### src/rtl/crb_pkg.sv
`timescale 1ns / 1ps
`default_nettype none

package crb_pkg;

    localparam int CFG_IDX_W  = 3;
    localparam int CFG_DATA_W = 32;
    localparam int DIM_W      = 13;
    localparam int INDEX_W    = 24;
    localparam int COLOUR_W   = 32;

    // register indexes
    localparam logic [CFG_IDX_W-1:0] REG_SCREEN_WIDTH  = 3'd0;
    localparam logic [CFG_IDX_W-1:0] REG_SCREEN_HEIGHT = 3'd1;
    localparam logic [CFG_IDX_W-1:0] REG_RECT_LEFT     = 3'd2;
    localparam logic [CFG_IDX_W-1:0] REG_RECT_TOP      = 3'd3;
    localparam logic [CFG_IDX_W-1:0] REG_RECT_WIDTH    = 3'd4;
    localparam logic [CFG_IDX_W-1:0] REG_RECT_HEIGHT   = 3'd5;
    localparam logic [CFG_IDX_W-1:0] REG_FILL_COLOUR   = 3'd6;
    localparam logic [CFG_IDX_W-1:0] REG_FILL_MODE     = 3'd7;

    // values after reset
    localparam logic [DIM_W-1:0] RST_SCREEN_WIDTH  = 13'd640;
    localparam logic [DIM_W-1:0] RST_SCREEN_HEIGHT = 13'd480;
    localparam logic [DIM_W-1:0] RST_RECT_LEFT     = 13'd0;
    localparam logic [DIM_W-1:0] RST_RECT_TOP      = 13'd0;
    localparam logic [DIM_W-1:0] RST_RECT_WIDTH    = 13'd1;
    localparam logic [DIM_W-1:0] RST_RECT_HEIGHT   = 13'd1;
    localparam logic [COLOUR_W-1:0] RST_FILL_COLOUR = 32'd0;
    localparam logic RST_FILL_MODE = 1'b0;

    typedef struct packed {
        logic [DIM_W-1:0]    screen_width;
        logic [DIM_W-1:0]    screen_height;
        logic [DIM_W-1:0]    rect_left;
        logic [DIM_W-1:0]    rect_top;
        logic [DIM_W-1:0]    rect_width;
        logic [DIM_W-1:0]    rect_height;
        logic [COLOUR_W-1:0] fill_colour;
        logic                fill_mode;
    } cfg_t;

    typedef struct packed {
        logic                write_enable;
        logic [INDEX_W-1:0]  pixel_index;
        logic [COLOUR_W-1:0] pixel_colour;
        logic                last;
    } result_t;

endpackage

`default_nettype wire

### src/rtl/crb_cfg_regs.sv
`timescale 1ns / 1ps
`default_nettype none

module crb_cfg_regs (
    input  wire logic                          aclk,
    input  wire logic                          aresetn,
    input  wire logic                          cfg_we,
    input  wire logic [crb_pkg::CFG_IDX_W-1:0] cfg_index,
    input  wire logic [crb_pkg::CFG_DATA_W-1:0] cfg_wdata,
    output crb_pkg::cfg_t                      cfg
);
    import crb_pkg::*;

    cfg_t cfg_reg;
    cfg_t cfg_next;

    always_comb begin
        cfg_next = cfg_reg;
        if (cfg_we) begin
            unique case (cfg_index)
                REG_SCREEN_WIDTH:  cfg_next.screen_width  = cfg_wdata[DIM_W-1:0];
                REG_SCREEN_HEIGHT: cfg_next.screen_height = cfg_wdata[DIM_W-1:0];
                REG_RECT_LEFT:     cfg_next.rect_left     = cfg_wdata[DIM_W-1:0];
                REG_RECT_TOP:      cfg_next.rect_top      = cfg_wdata[DIM_W-1:0];
                REG_RECT_WIDTH:    cfg_next.rect_width    = cfg_wdata[DIM_W-1:0];
                REG_RECT_HEIGHT:   cfg_next.rect_height   = cfg_wdata[DIM_W-1:0];
                REG_FILL_COLOUR:   cfg_next.fill_colour   = cfg_wdata[COLOUR_W-1:0];
                REG_FILL_MODE:     cfg_next.fill_mode     = cfg_wdata[0];
            endcase
        end
    end

    always_ff @(posedge aclk) begin
        if (!aresetn) begin
            cfg_reg.screen_width  <= RST_SCREEN_WIDTH;
            cfg_reg.screen_height <= RST_SCREEN_HEIGHT;
            cfg_reg.rect_left     <= RST_RECT_LEFT;
            cfg_reg.rect_top      <= RST_RECT_TOP;
            cfg_reg.rect_width    <= RST_RECT_WIDTH;
            cfg_reg.rect_height   <= RST_RECT_HEIGHT;
            cfg_reg.fill_colour   <= RST_FILL_COLOUR;
            cfg_reg.fill_mode     <= RST_FILL_MODE;
        end else begin
            cfg_reg <= cfg_next;
        end
    end

    assign cfg = cfg_reg;

endmodule

`default_nettype wire

### src/rtl/crb_pixel_calc.sv
`timescale 1ns / 1ps
`default_nettype none

module crb_pixel_calc #(
    parameter int MAX_DIM = 4096,
    parameter int CNT_W   = 12
) (
    input  crb_pkg::cfg_t                      cfg,
    input  wire logic [CNT_W-1:0]              column_count,
    input  wire logic [CNT_W-1:0]              row_count,
    input  wire logic [crb_pkg::COLOUR_W-1:0]  source_pixel,
    output crb_pkg::result_t                   result,
    output logic [CNT_W-1:0]                   column_next,
    output logic [CNT_W-1:0]                   row_next
);
    import crb_pkg::*;

    // signed screen position: 13-bit edge plus counter, one bit of headroom
    localparam int POS_W = ((CNT_W > DIM_W - 1) ? CNT_W : DIM_W - 1) + 2;
    // rectangle size compare width, must hold MAX_DIM and any register value
    localparam int SZ_W  = (CNT_W + 1 > DIM_W) ? CNT_W + 1 : DIM_W;
    localparam int PROD_W = 2 * DIM_W;

    logic signed [POS_W-1:0] sx;
    logic signed [POS_W-1:0] sy;
    logic [POS_W-1:0]        scr_w_ext;
    logic [POS_W-1:0]        scr_h_ext;
    logic                    on_screen;
    logic [SZ_W-1:0]         rect_w;
    logic [SZ_W-1:0]         rect_h;
    logic [SZ_W-1:0]         col_plus1;
    logic [SZ_W-1:0]         row_plus1;
    logic                    col_end;
    logic                    row_end;
    logic [PROD_W-1:0]       prod;
    logic [PROD_W-1:0]       lin;

    function automatic logic [SZ_W-1:0] clamp_dim(input logic [DIM_W-1:0] v);
        logic [SZ_W-1:0] ext;
        ext = SZ_W'(v);
        if (ext == '0)
            return SZ_W'(1);
        else if (ext > SZ_W'(MAX_DIM))
            return SZ_W'(MAX_DIM);
        else
            return ext;
    endfunction

    always_comb begin
        sx = $signed({{(POS_W-DIM_W){cfg.rect_left[DIM_W-1]}}, cfg.rect_left})
           + $signed({{(POS_W-CNT_W){1'b0}}, column_count});
        sy = $signed({{(POS_W-DIM_W){cfg.rect_top[DIM_W-1]}}, cfg.rect_top})
           + $signed({{(POS_W-CNT_W){1'b0}}, row_count});
        scr_w_ext = POS_W'(cfg.screen_width);
        scr_h_ext = POS_W'(cfg.screen_height);
        on_screen = !sx[POS_W-1] && !sy[POS_W-1]
                 && (POS_W'(sx) < scr_w_ext) && (POS_W'(sy) < scr_h_ext);

        // on screen implies both coordinates fit in 13 bits
        prod = PROD_W'(sy[DIM_W-1:0]) * PROD_W'(cfg.screen_width);
        lin  = prod + PROD_W'(sx[DIM_W-1:0]);

        rect_w    = clamp_dim(cfg.rect_width);
        rect_h    = clamp_dim(cfg.rect_height);
        col_plus1 = SZ_W'(column_count) + SZ_W'(1);
        row_plus1 = SZ_W'(row_count) + SZ_W'(1);
        col_end   = col_plus1 >= rect_w;
        row_end   = row_plus1 >= rect_h;

        result.write_enable = on_screen;
        result.pixel_index  = on_screen ? lin[INDEX_W-1:0] : '0;
        result.pixel_colour = !on_screen   ? '0 :
                              cfg.fill_mode ? cfg.fill_colour : source_pixel;
        result.last         = col_end && row_end;

        if (col_end) begin
            column_next = '0;
            row_next    = row_end ? '0 : row_plus1[CNT_W-1:0];
        end else begin
            column_next = col_plus1[CNT_W-1:0];
            row_next    = row_count;
        end
    end

endmodule

`default_nettype wire

### src/rtl/clipped_rect_blit_address_gen.sv
`timescale 1ns / 1ps
`default_nettype none

// Address generator for a clipped rectangle blit.
// Configuration: write cfg_we with cfg_index/cfg_wdata while the block is idle;
// registers set the screen size, the rectangle position and size, fill colour
// and copy/fill mode.
// Input channel (s_): one source pixel per item, in raster order over the
// rectangle. Output channel (m_): one item per input item carrying the write
// enable, the linear framebuffer index, the colour and the last-pixel flag.
// Clipped pixels come out with write enable low and zero index and colour.
// Accepted items are registered in the result register, or in the skid register
// on a stall; one item per clock unless m_ready stalls; a single multiply.
// A two-entry output stage (result register plus skid register) keeps s_ready
// a register output; a stalled receiver holds at most two items before the
// input is back-pressured.
// Reset clears the column and row counters and the output stage, and loads the
// configuration defaults (640x480 screen, 1x1 rectangle at the origin, copy).
module clipped_rect_blit_address_gen #(
    parameter int MAX_DIM = 4096
) (
    input  wire logic                             aclk,
    input  wire logic                             aresetn,
    input  wire logic                             cfg_we,
    input  wire logic [crb_pkg::CFG_IDX_W-1:0]    cfg_index,
    input  wire logic [crb_pkg::CFG_DATA_W-1:0]   cfg_wdata,
    input  wire logic                             s_valid,
    output logic                                  s_ready,
    input  wire logic [crb_pkg::COLOUR_W-1:0]     s_source_pixel,
    output logic                                  m_valid,
    input  wire logic                             m_ready,
    output logic                                  m_write_enable,
    output logic [crb_pkg::INDEX_W-1:0]           m_pixel_index,
    output logic [crb_pkg::COLOUR_W-1:0]          m_pixel_colour,
    output logic                                  m_last
);
    import crb_pkg::*;

    localparam int CNT_W = $clog2(MAX_DIM);

    cfg_t             cfg;
    result_t          result;
    logic [CNT_W-1:0] column_reg;
    logic [CNT_W-1:0] row_reg;
    logic [CNT_W-1:0] column_next;
    logic [CNT_W-1:0] row_next;
    result_t          out_reg;
    result_t          skid_reg;
    logic             out_valid_reg;
    logic             skid_valid_reg;
    logic             accept;
    logic             out_free;

    crb_cfg_regs u_cfg (
        .aclk      (aclk),
        .aresetn   (aresetn),
        .cfg_we    (cfg_we),
        .cfg_index (cfg_index),
        .cfg_wdata (cfg_wdata),
        .cfg       (cfg)
    );

    crb_pixel_calc #(
        .MAX_DIM (MAX_DIM),
        .CNT_W   (CNT_W)
    ) u_calc (
        .cfg          (cfg),
        .column_count (column_reg),
        .row_count    (row_reg),
        .source_pixel (s_source_pixel),
        .result       (result),
        .column_next  (column_next),
        .row_next     (row_next)
    );

    assign s_ready  = !skid_valid_reg;
    assign accept   = s_valid && s_ready;
    assign out_free = !out_valid_reg || m_ready;

    always_ff @(posedge aclk) begin
        if (!aresetn) begin
            column_reg <= '0;
            row_reg    <= '0;
        end else if (accept) begin
            column_reg <= column_next;
            row_reg    <= row_next;
        end
    end

    always_ff @(posedge aclk) begin
        if (!aresetn) begin
            out_valid_reg  <= 1'b0;
            skid_valid_reg <= 1'b0;
        end else if (out_free) begin
            // skid holds the older item, so it drains first
            if (skid_valid_reg) begin
                out_valid_reg  <= 1'b1;
                skid_valid_reg <= 1'b0;
            end else begin
                out_valid_reg  <= accept;
            end
        end else if (accept) begin
            skid_valid_reg <= 1'b1;
        end
    end

    always_ff @(posedge aclk) begin
        if (out_free) begin
            if (skid_valid_reg)
                out_reg <= skid_reg;
            else if (accept)
                out_reg <= result;
        end else if (accept) begin
            skid_reg <= result;
        end
    end

    assign m_valid        = out_valid_reg;
    assign m_write_enable = out_reg.write_enable;
    assign m_pixel_index  = out_reg.pixel_index;
    assign m_pixel_colour = out_reg.pixel_colour;
    assign m_last         = out_reg.last;

endmodule

`default_nettype wire

### config.mk
export PLATFORM = sky130hd
export DESIGN_NAME = clipped_rect_blit_address_gen
export DESIGN_NICKNAME = d
export VERILOG_FILES = /design/src/rtl/crb_pkg.sv /design/src/rtl/crb_cfg_regs.sv /design/src/rtl/crb_pixel_calc.sv /design/src/rtl/clipped_rect_blit_address_gen.sv
export SDC_FILE = /design/constraint.sdc
export NUM_CORES = 1
export LEC_CHECK = 0
export BUFFER_PORTS_ARGS = -buffer_cell sky130_fd_sc_hd__buf_4
export CORE_UTILIZATION = 55
export DETAILED_ROUTE_END_ITERATION = 8
export GPL_TIMING_DRIVEN = 1
export HOLD_SLACK_MARGIN = 0.03
export PLACE_DENSITY = 0.77
export SKIP_CTS_REPAIR_TIMING = 1
export SYNTH_ARGS = -nofsm -noshare
export SYNTH_HDL_FRONTEND = slang
export SYNTH_SLANG_ARGS = --single-unit
### constraint.sdc
create_clock -name aclk -period 6.6 [get_ports aclk]
set_input_delay 0 -clock aclk [delete_from_list [all_inputs] [get_ports aclk]]
set_output_delay 0 -clock aclk [all_outputs]
set_load 0.005 [all_outputs]
==> metrics.txt, run 1 <==
mux contribution to synthesized area 2.16%; Slew Viols, Final 0; leakage 10.0 nW; Peak VDD IR 0.195 mV; layout cells sized above 1 18.3%; Post-Layout Cell Count 2730; layout net count 2622; Reg clk slew, reported paths 0.07 ns; grt ovf 0; RSZ-0062 raised after global routing true; critical path's most frequent cell ha_4; Netlist cell types 67; P_sw 1.03 mW; Synth Area in XOR/XNOR 3.12%; register bit total from synthesis 253; routed wire length 48.0 mm; Buf+Inv Stages, Crit Path 6; Max Buffers Root-to-Sink 3; hpwl dp 33.3 mm; Core ar. 32800 um^2; RePlAce Congestion 0.857; port buffer count 131; status finished with violations; crit-path max cell delay 0.56 ns; clock share of power 42.6%; WL per Instance 17.6 um; Worst Path Max Fanout 9; starting density of the core 56.3%; Synth Area in Compound Gates 12.0%; Placed Cells 2593; Reg power frac 44.0%; Synth area leaders edfxtp_1, dfxtp_1, fa_1; Setup TNS -12.90 ns; total of max-cap violations 0; largest family of logic cells by synthesized area adder cells; clock skew 0.0308 ns; Synth Instances 1998; DRT iter0 DRCs 1103; Area Overhead vs Synth 24.0%; family with the most delay on the worst path adder cells; Mapped Avg Cell Area 9.23 um^2; Post-Synth Simple-Gate Area 18.0%; grt peak-use layer met2; WP data required 6.87 ns; Post-Place Setup Slack -0.747 ns; most frequent cells in the layout nand2_1, buf_4, inv_1; GR Layer Usage met1 35.7%; Logic pwr share 13.4%; Yosys warnings 0; fmax 136 MHz; Setup crit end kind register; TritonCTS Buffers 29; Slew HR 23.1%; commonest non-fill, non-tap cell in the layout nand2_1; area fraction of the dominant cell type after synthesis 18.9%; max reg flops 111; Seq/Total Area, Yosys 33.7%; Hold Violations, Final 0; final-report setup violation count 27; Final period util 111%; routing usage on met3 3.74%; failing checks setup timing; Post-Synth Adder-Cell Area 24.7%; Die W 185 um; post-route ant nets 0; worst skew pair latency 0.58 ns; Sw Ratio 25.7%; Hold WC Path Type in2reg; Synth area leader edfxtp_1; global-route wire length before repair 72.8 mm; largest net degree at the start of global routing 109; Sink Count 253; Synth Cell Area 18400 um^2; Clock Tree Root clkbuf_16; Pre-Repair DR Iteration Count 7; CP startpoint kind register; Mapped Nets 2356; vias in the first global route 14.6k; vias per std cell 5.61; DRC 0; worst-margin pin slew 1.15 ns; # rows 66; slowest stage cell on the critical path fa_1; ys flop type dfxtp_1; Power per Cell Area 175 nW/um^2; CTS tree yes; Post-synth EDFFs 116; Final Worst Setup Slack -0.743 ns; final critical-path required period 7.34 ns; initial antenna violation count 1; DR vias 15.3k; CP Class reg2reg; Die Ht 185 um; Total GRT Usage 26.6%; fraction of registers with async set/reset 0%; met2 GRT Util 44.7%; # H-tree levels 1; worst path arrival time 7.61 ns; DIE AREA 34300 um^2; I/O Pins 132; internal power 2.97 mW
synth_stat cells, drive strengths merged (38+ instances only):
cell type and number:
fa 131, and2 105, clkbuf 83, ha 155, o31ai 54, o21ai 38, a21oi 152, nor2 85
edfxtp 116, dfxtp 137, nand2 378, inv 196
per-stage QoR:
stage	instance area (um^2)	hold WS [ns]	util [%]	total power [mW]
floorplan	18800	0.136	-	2.06
global placement	20800	0.250	63.5	2.25
detailed placement	20800	0.258	63.5	2.27
CTS	21800	-0.353	66.6	3.95
global route	22900	0.231	69.8	4.11
finish	22900	0.230	69.8	3.99
final timing paths:
kind,start,slack [ns],cells after the start,end
max,row_reg[0]$_SDFFE_PN0P_,-0.74,29,m_pixel_index[23]$_DFFE_PP_
min,cfg_wdata[14],0.23,4,u_cfg.cfg[15]$_SDFFE_PN0P_
max reg2reg,row_reg[0]$_SDFFE_PN0P_,-0.74,29,m_pixel_index[23]$_DFFE_PP_
min reg2reg,u_cfg.cfg[97]$_SDFFE_PN0P_,0.45,2,u_cfg.cfg[97]$_SDFFE_PN0P_
logic make-up after synthesis:
kind of cell | Yosys count
AOI/OAI and AO/OA | 345
xor gates and xnor gates | 64
adders and majority gates | 286
buffers and inverters | 292
DFF | 253
muxes | 39
and+or+nand+nor | 719
layout make-up:
type                       instances  area, um^2
inverter                         196         737
sequential                       253        6230
clock inverter                    21         263
tap                              442         553
multi-input combinational       1453       11600
clock buffer                      33         741
antenna                            1        2.50
fill                            2350        9900
timing repair buffer             331        2740
power groups by stage:
| stage | logic (mW) | registers, mW | clock network, mW |
|---|---|---|---|
| 2_1_floorplan | 0.284 | 1.78 | 0 |
| 3_3_place_gp | 0.464 | 1.79 | 0 |
| 3_5_place_dp | 0.477 | 1.79 | 0 |
| 4_1_cts | 0.480 | 1.76 | 1.71 |
| 5_1_grt | 0.584 | 1.76 | 1.77 |
| 6_report | 0.534 | 1.76 | 1.70 |
layer usage:
metal  vias to the layer above  part of all wire [%]
li1                       7233                     -
met1                      7438                    42
met2                       558                    49
met3                        99                   6.1
met4                         0                   2.6
met5                         -                     0
worst reg2reg max path, delay by kind of cell (launching register included):
kind,cells,cell delay [ns]
flip-flops,1,0.35
buffers and inverters,6,0.50
AND/OR/NAND/NOR,3,0.46
adder cells (fa/ha/maj),9,3.27
XOR/XNOR,3,0.53
AO/OA/AOI/OAI,8,1.94
No activity file was read; power rests on OpenSTA's default activity.
==> run 2, diff against run 1 <==
Settings changed: CORE_MARGIN set to 3.
==> run 2 against run 1 <==
  * The flow still finishes with violations (setup timing)
  * Sequential share of layout area grew 0.16 points
  * Combinational power about the same
  * Setup slack improved by 0.10 ns
  * Cell count is 0.44% lower
  * Critical path depth unchanged
  * First-iteration DRC count rose by 7.2%
  * Final area shrank 0.58%
  * Die area is 4.4% higher
  * Clock skew down 0.013 ns
  * Critical path type unchanged
  * Largest cell class unchanged
  * Largest power group unchanged
==> metrics.txt, run 2 (synthesized netlist as in run 1, its figures left out) <==
failing checks setup timing; leakage 9.94 nW; DIE AREA 35800 um^2; worst-margin pin slew 1.07 ns; Total GRT Usage 24.8%; # rows 66; I/O Pins 132; status finished with violations; commonest non-fill, non-tap cell in the layout nand2_1; vias in the first global route 14.7k; Peak VDD IR 0.206 mV; Pre-Repair DR Iteration Count 5; TritonCTS Buffers 28; Slew Viols, Final 0; routed wire length 48.2 mm; Worst R2R End m_pixel_index[17]$_DFFE_PP_; post-route ant nets 0; Sink Count 253; RSZ-0062 raised after global routing true; Logic pwr share 13.9%; Die Ht 189 um; CP startpoint kind register; clock share of power 40.3%; largest net degree at the start of global routing 109; worst hold slack 0.241 ns; final-report setup violation count 27; Placed Cells 2590; Max Buffers Root-to-Sink 3; max reg flops 111; clock skew 0.0183 ns; family with the most delay on the worst path adder cells; Final period util 110%; crit-path max cell delay 0.56 ns; # H-tree levels 1; Final Util 69.4%; final critical-path required period 7.24 ns; Reg clk slew, reported paths 0.06 ns; Area Overhead vs Synth 23.3%; Core ar. 32800 um^2; DRT iter0 DRCs 1182; Sw Ratio 26.4%; Post-Layout Cell Count 2718; Final Worst Setup Slack -0.638 ns; Reg power frac 45.8%; port buffer count 131; CTS tree yes; internal power 2.82 mW; slowest stage cell on the critical path fa_1; Setup TNS -11.66 ns; starting density of the core 56.3%; worst hold endpoint u_cfg.cfg[24]$_SDFFE_PN0P_; CP Class reg2reg; WL per Instance 17.8 um; grt ovf 0; Cells on Worst Hold Path 4; WP data required 6.92 ns; worst-case register-to-register setup slack -0.64 ns; Buf+Inv Stages, Crit Path 7; worst path arrival time 7.55 ns; Cell Area, Placed 20800 um^2; critical path's most frequent cell fa_1; most frequent cells in the layout nand2_1, buf_4, inv_1; total of max-cap violations 0; cell area after layout 22700 um^2; fmax 138 MHz; global-route wire length before repair 73.1 mm; Clock Tree Root clkbuf_16; Die W 189 um; Slew HR 28.5%; hpwl dp 33.6 mm; Hold WC Path Type in2reg; Hold Crit Start cfg_wdata[23]; Worst R2R Path Depth 29; worst skew pair latency 0.58 ns; P_sw 1.01 mW; initial antenna violation count 1; Power per Cell Area 169 nW/um^2; DR vias 15.4k; Critical R2R Launch row_reg[0]$_SDFFE_PN0P_; vias per std cell 5.65; Hold Violations, Final 0; RePlAce Congestion 0.892; layout cells sized above 1 18.3%; DRC 0; Setup crit end kind register; layout net count 2611; Worst Path Max Fanout 5
-- run 2: metal layers --
metal  global-route usage (%)  vias up  part of all wire, %
li1                         -     7208                    -
met1                     32.6     7508                   41
met2                     41.8      527                   49
met3                     4.28      116                  6.6
met4                     8.39        0                  3.5
met5                        0        -                    0
-- run 2: worst max-delay path by stage --
stage,slack (ns),endpoint,cells past startpoint,from
detailed placement,-0.69,m_pixel_index[23]$_DFFE_PP_,29,row_reg[0]$_SDFFE_PN0P_
global route,-0.90,m_pixel_index[12]$_DFFE_PP_,26,row_reg[0]$_SDFFE_PN0P_
global placement,-0.61,m_pixel_index[16]$_DFFE_PP_,25,row_reg[0]$_SDFFE_PN0P_
floorplan,-0.42,m_pixel_index[14]$_DFFE_PP_,25,row_reg[0]$_SDFFE_PN0P_
finish,-0.64,m_pixel_index[17]$_DFFE_PP_,29,row_reg[0]$_SDFFE_PN0P_
CTS,-0.71,m_pixel_index[22]$_DFFE_PP_,26,row_reg[0]$_SDFFE_PN0P_
-- run 2: worst reg2reg max path: cells and delay by family, from the launching register on --
family / cells / cell delay [ns]
XOR/XNOR: 1 / 0.18
AND/OR/NAND/NOR: 5 / 0.48
multiplexers: 1 / 0.26
adder cells (fa/ha/maj): 8 / 3.42
AO/OA/AOI/OAI: 7 / 1.71
flip-flops: 1 / 0.35
buffers and inverters: 7 / 0.59
-- run 2: final cells by class --
| class | instances | area (um^2) |
|---|---|---|
| multi-input cells | 1453 | 11700 |
| fillers | 2358 | 10000 |
| flip-flops and latches | 253 | 6230 |
| repair buffers | 321 | 2620 |
| clock buffers | 35 | 768 |
| inverters | 196 | 739 |
| well taps | 442 | 553 |
| clock inverters | 17 | 146 |
| diodes | 1 | 2.50 |
-- run 2: power by group through the flow --
stage | clock network [mW] | registers [mW] | logic [mW]
after floorplan | 0 | 1.78 | 0.284
after global placement | 0 | 1.79 | 0.463
after detailed placement | 0 | 1.79 | 0.477
after CTS | 1.56 | 1.75 | 0.480
after global routing | 1.62 | 1.76 | 0.581
final | 1.54 | 1.76 | 0.535
-- run 2: per-stage QoR --
| stage | power [mW] | worst slack, ns |
|---|---|---|
| 6_report | 3.84 | -0.638 |
| 5_1_grt | 3.96 | -0.902 |
| 4_1_cts | 3.80 | -0.712 |
| 3_5_place_dp | 2.26 | -0.688 |
| 3_3_place_gp | 2.25 | -0.609 |
| 2_1_floorplan | 2.06 | -0.422 |
==> run 3, diff against run 2 <==
Settings changed: BUFFER_PORTS_ARGS -buffer_cell sky130_fd_sc_hd__buf_4 to unset, DONT_BUFFER_PORTS set to 1, PLACE_DENSITY 0.77 to 0.73.
==> run 3 against run 2 <==
  * Largest power group unchanged
  * Critical endpoint is now m_pixel_index[22]$_DFFE_PP_
  * Sequential power about the same
  * Combinational power shrank 16%
  * Fmax fell by 1.3%
  * The flow finishes with violations (DRC, setup timing)
  * Clock skew up 0.0042 ns
  * Setup slack lost 0.097 ns
  * First-iteration DRC count is 0.93% higher
  * Critical path type unchanged
==> metrics.txt, run 3 (synthesized netlist as in run 1, its figures left out) <==
Sink Count 253; Cell Area, Placed 19800 um^2; failing checks DRC, setup timing; final-report setup violation count 27; max reg flops 111; Peak VDD IR 0.191 mV; Setup crit end kind register; most frequent cells in the layout nand2_1, inv_1, a21oi_1; worst path arrival time 7.60 ns; worst-margin pin slew 1.16 ns; commonest non-fill, non-tap cell in the layout nand2_1; slowest stage cell on the critical path fa_1; Core ar. 32800 um^2; initial antenna violation count 1; leakage 9.42 nW; fmax 136 MHz; post-route ant nets 0; vias in the first global route 14.6k; total of max-cap violations 0; CP Class reg2reg; WP data required 6.86 ns; CP startpoint kind register; # rows 66; crit-path max cell delay 0.54 ns; starting density of the core 56.3%; Reg clk slew, reported paths 0.06 ns; Slew Viols, Final 0; CTS tree yes; hpwl dp 33.5 mm; Final Worst Setup Slack -0.735 ns; Total GRT Usage 25.2%; DR vias 15.0k; Die W 189 um; clock skew 0.0225 ns; DIE AREA 35800 um^2; Clock Tree Root clkbuf_16; Max Buffers Root-to-Sink 3; RePlAce Congestion 0.909; Hold WC Path Type in2reg; Area Overhead vs Synth 19.6%; critical path's most frequent cell fa_1; grt ovf 0; largest net degree at the start of global routing 109; # H-tree levels 1; global-route wire length before repair 73.9 mm; Worst Path Max Fanout 5; status finished with violations; DRT iter0 DRCs 1193; Pre-Repair DR Iteration Count 9; WL per Instance 18.4 um; port buffer count 0; DRC 2; Final period util 111%; Slew HR 23.0%; worst hold slack 0.0120 ns; RSZ-0062 raised after global routing true; Hold Violations, Final 0; routed wire length 48.3 mm; vias per std cell 5.72; I/O Pins 132; Layout fillers 2498; layout cells sized above 1 13.8%; TritonCTS Buffers 28; Power per Cell Area 170 nW/um^2; cell area after layout 22100 um^2; Die Ht 189 um; layout net count 2514; final critical-path required period 7.33 ns; worst skew pair latency 0.57 ns
-- run 3: cell types whose count changed in the layout (fill, tap and decap cells not counted), moves of 4 or more --
cell | previous run | this run
inv_1 | 181 | 177
inv_2 | 13 | 18
clkbuf_1 | 4 | 8
buf_4 | 241 | 125
dlygate4sd3_1 | 73 | 93
-- run 3: cell type report --
class	instances	area (um^2)	area share [%]
multi-input combinational	1453	11700	53.0
clock inverter	15	156	0.709
inverter	196	737	3.34
clock buffer	37	744	3.37
sequential	253	6240	28.3
tap	442	553	2.51
antenna	1	2.50	0.0113
timing repair buffer	224	1940	8.79
-- run 3: metal layers --
metal | track usage (%) | wire length, um | up-vias
met2 | 42.0 | 23600 | 611
li1 | - | - | 7020
met3 | 4.93 | 3620 | 106
met4 | 7.79 | 1320 | 0
met5 | 0 | 0 | -
met1 | 33.4 | 19800 | 7267
-- run 3: metrics by stage --
stage                     TNS, ns  cells  total power, mW  setup slack, ns  util, %
final                      -13.04   2621             3.75           -0.735     67.3
after global routing       -20.98   2620             3.88            -1.07     67.3
after CTS                  -15.17   2514             3.68           -0.787     63.2
after detailed placement   -13.90   2462             2.16           -0.735     60.4
after global placement     -11.27   2462             2.15           -0.599     60.4
after floorplan             -4.57   1998             2.06           -0.422        -
-- run 3: final timing paths --
check,end,start,slack (ns),cells past startpoint
max reg2reg,m_pixel_index[22]$_DFFE_PP_,row_reg[0]$_SDFFE_PN0P_,-0.73,29
min reg2reg,u_cfg.cfg[89]$_SDFFE_PN0P_,u_cfg.cfg[89]$_SDFFE_PN0P_,0.45,2
max,m_pixel_index[22]$_DFFE_PP_,row_reg[0]$_SDFFE_PN0P_,-0.73,29
min,u_cfg.cfg[86]$_SDFFE_PN0P_,cfg_index[2],0.01,4
-- run 3: critical path: cells and delay by family, from the launching register on --
kind	cells	cell delay (ns)
AO/OA/AOI/OAI	11	2.03
XOR/XNOR	2	0.29
adder cells (fa/ha/maj)	9	3.78
buffers and inverters	5	0.32
flip-flops	1	0.35
AND/OR/NAND/NOR	2	0.23
-- run 3: power breakdown --
group	internal [mW]	switching [mW]
Clock	0.877	0.654
Combinational	0.173	0.275
Sequential	1.72	0.0461
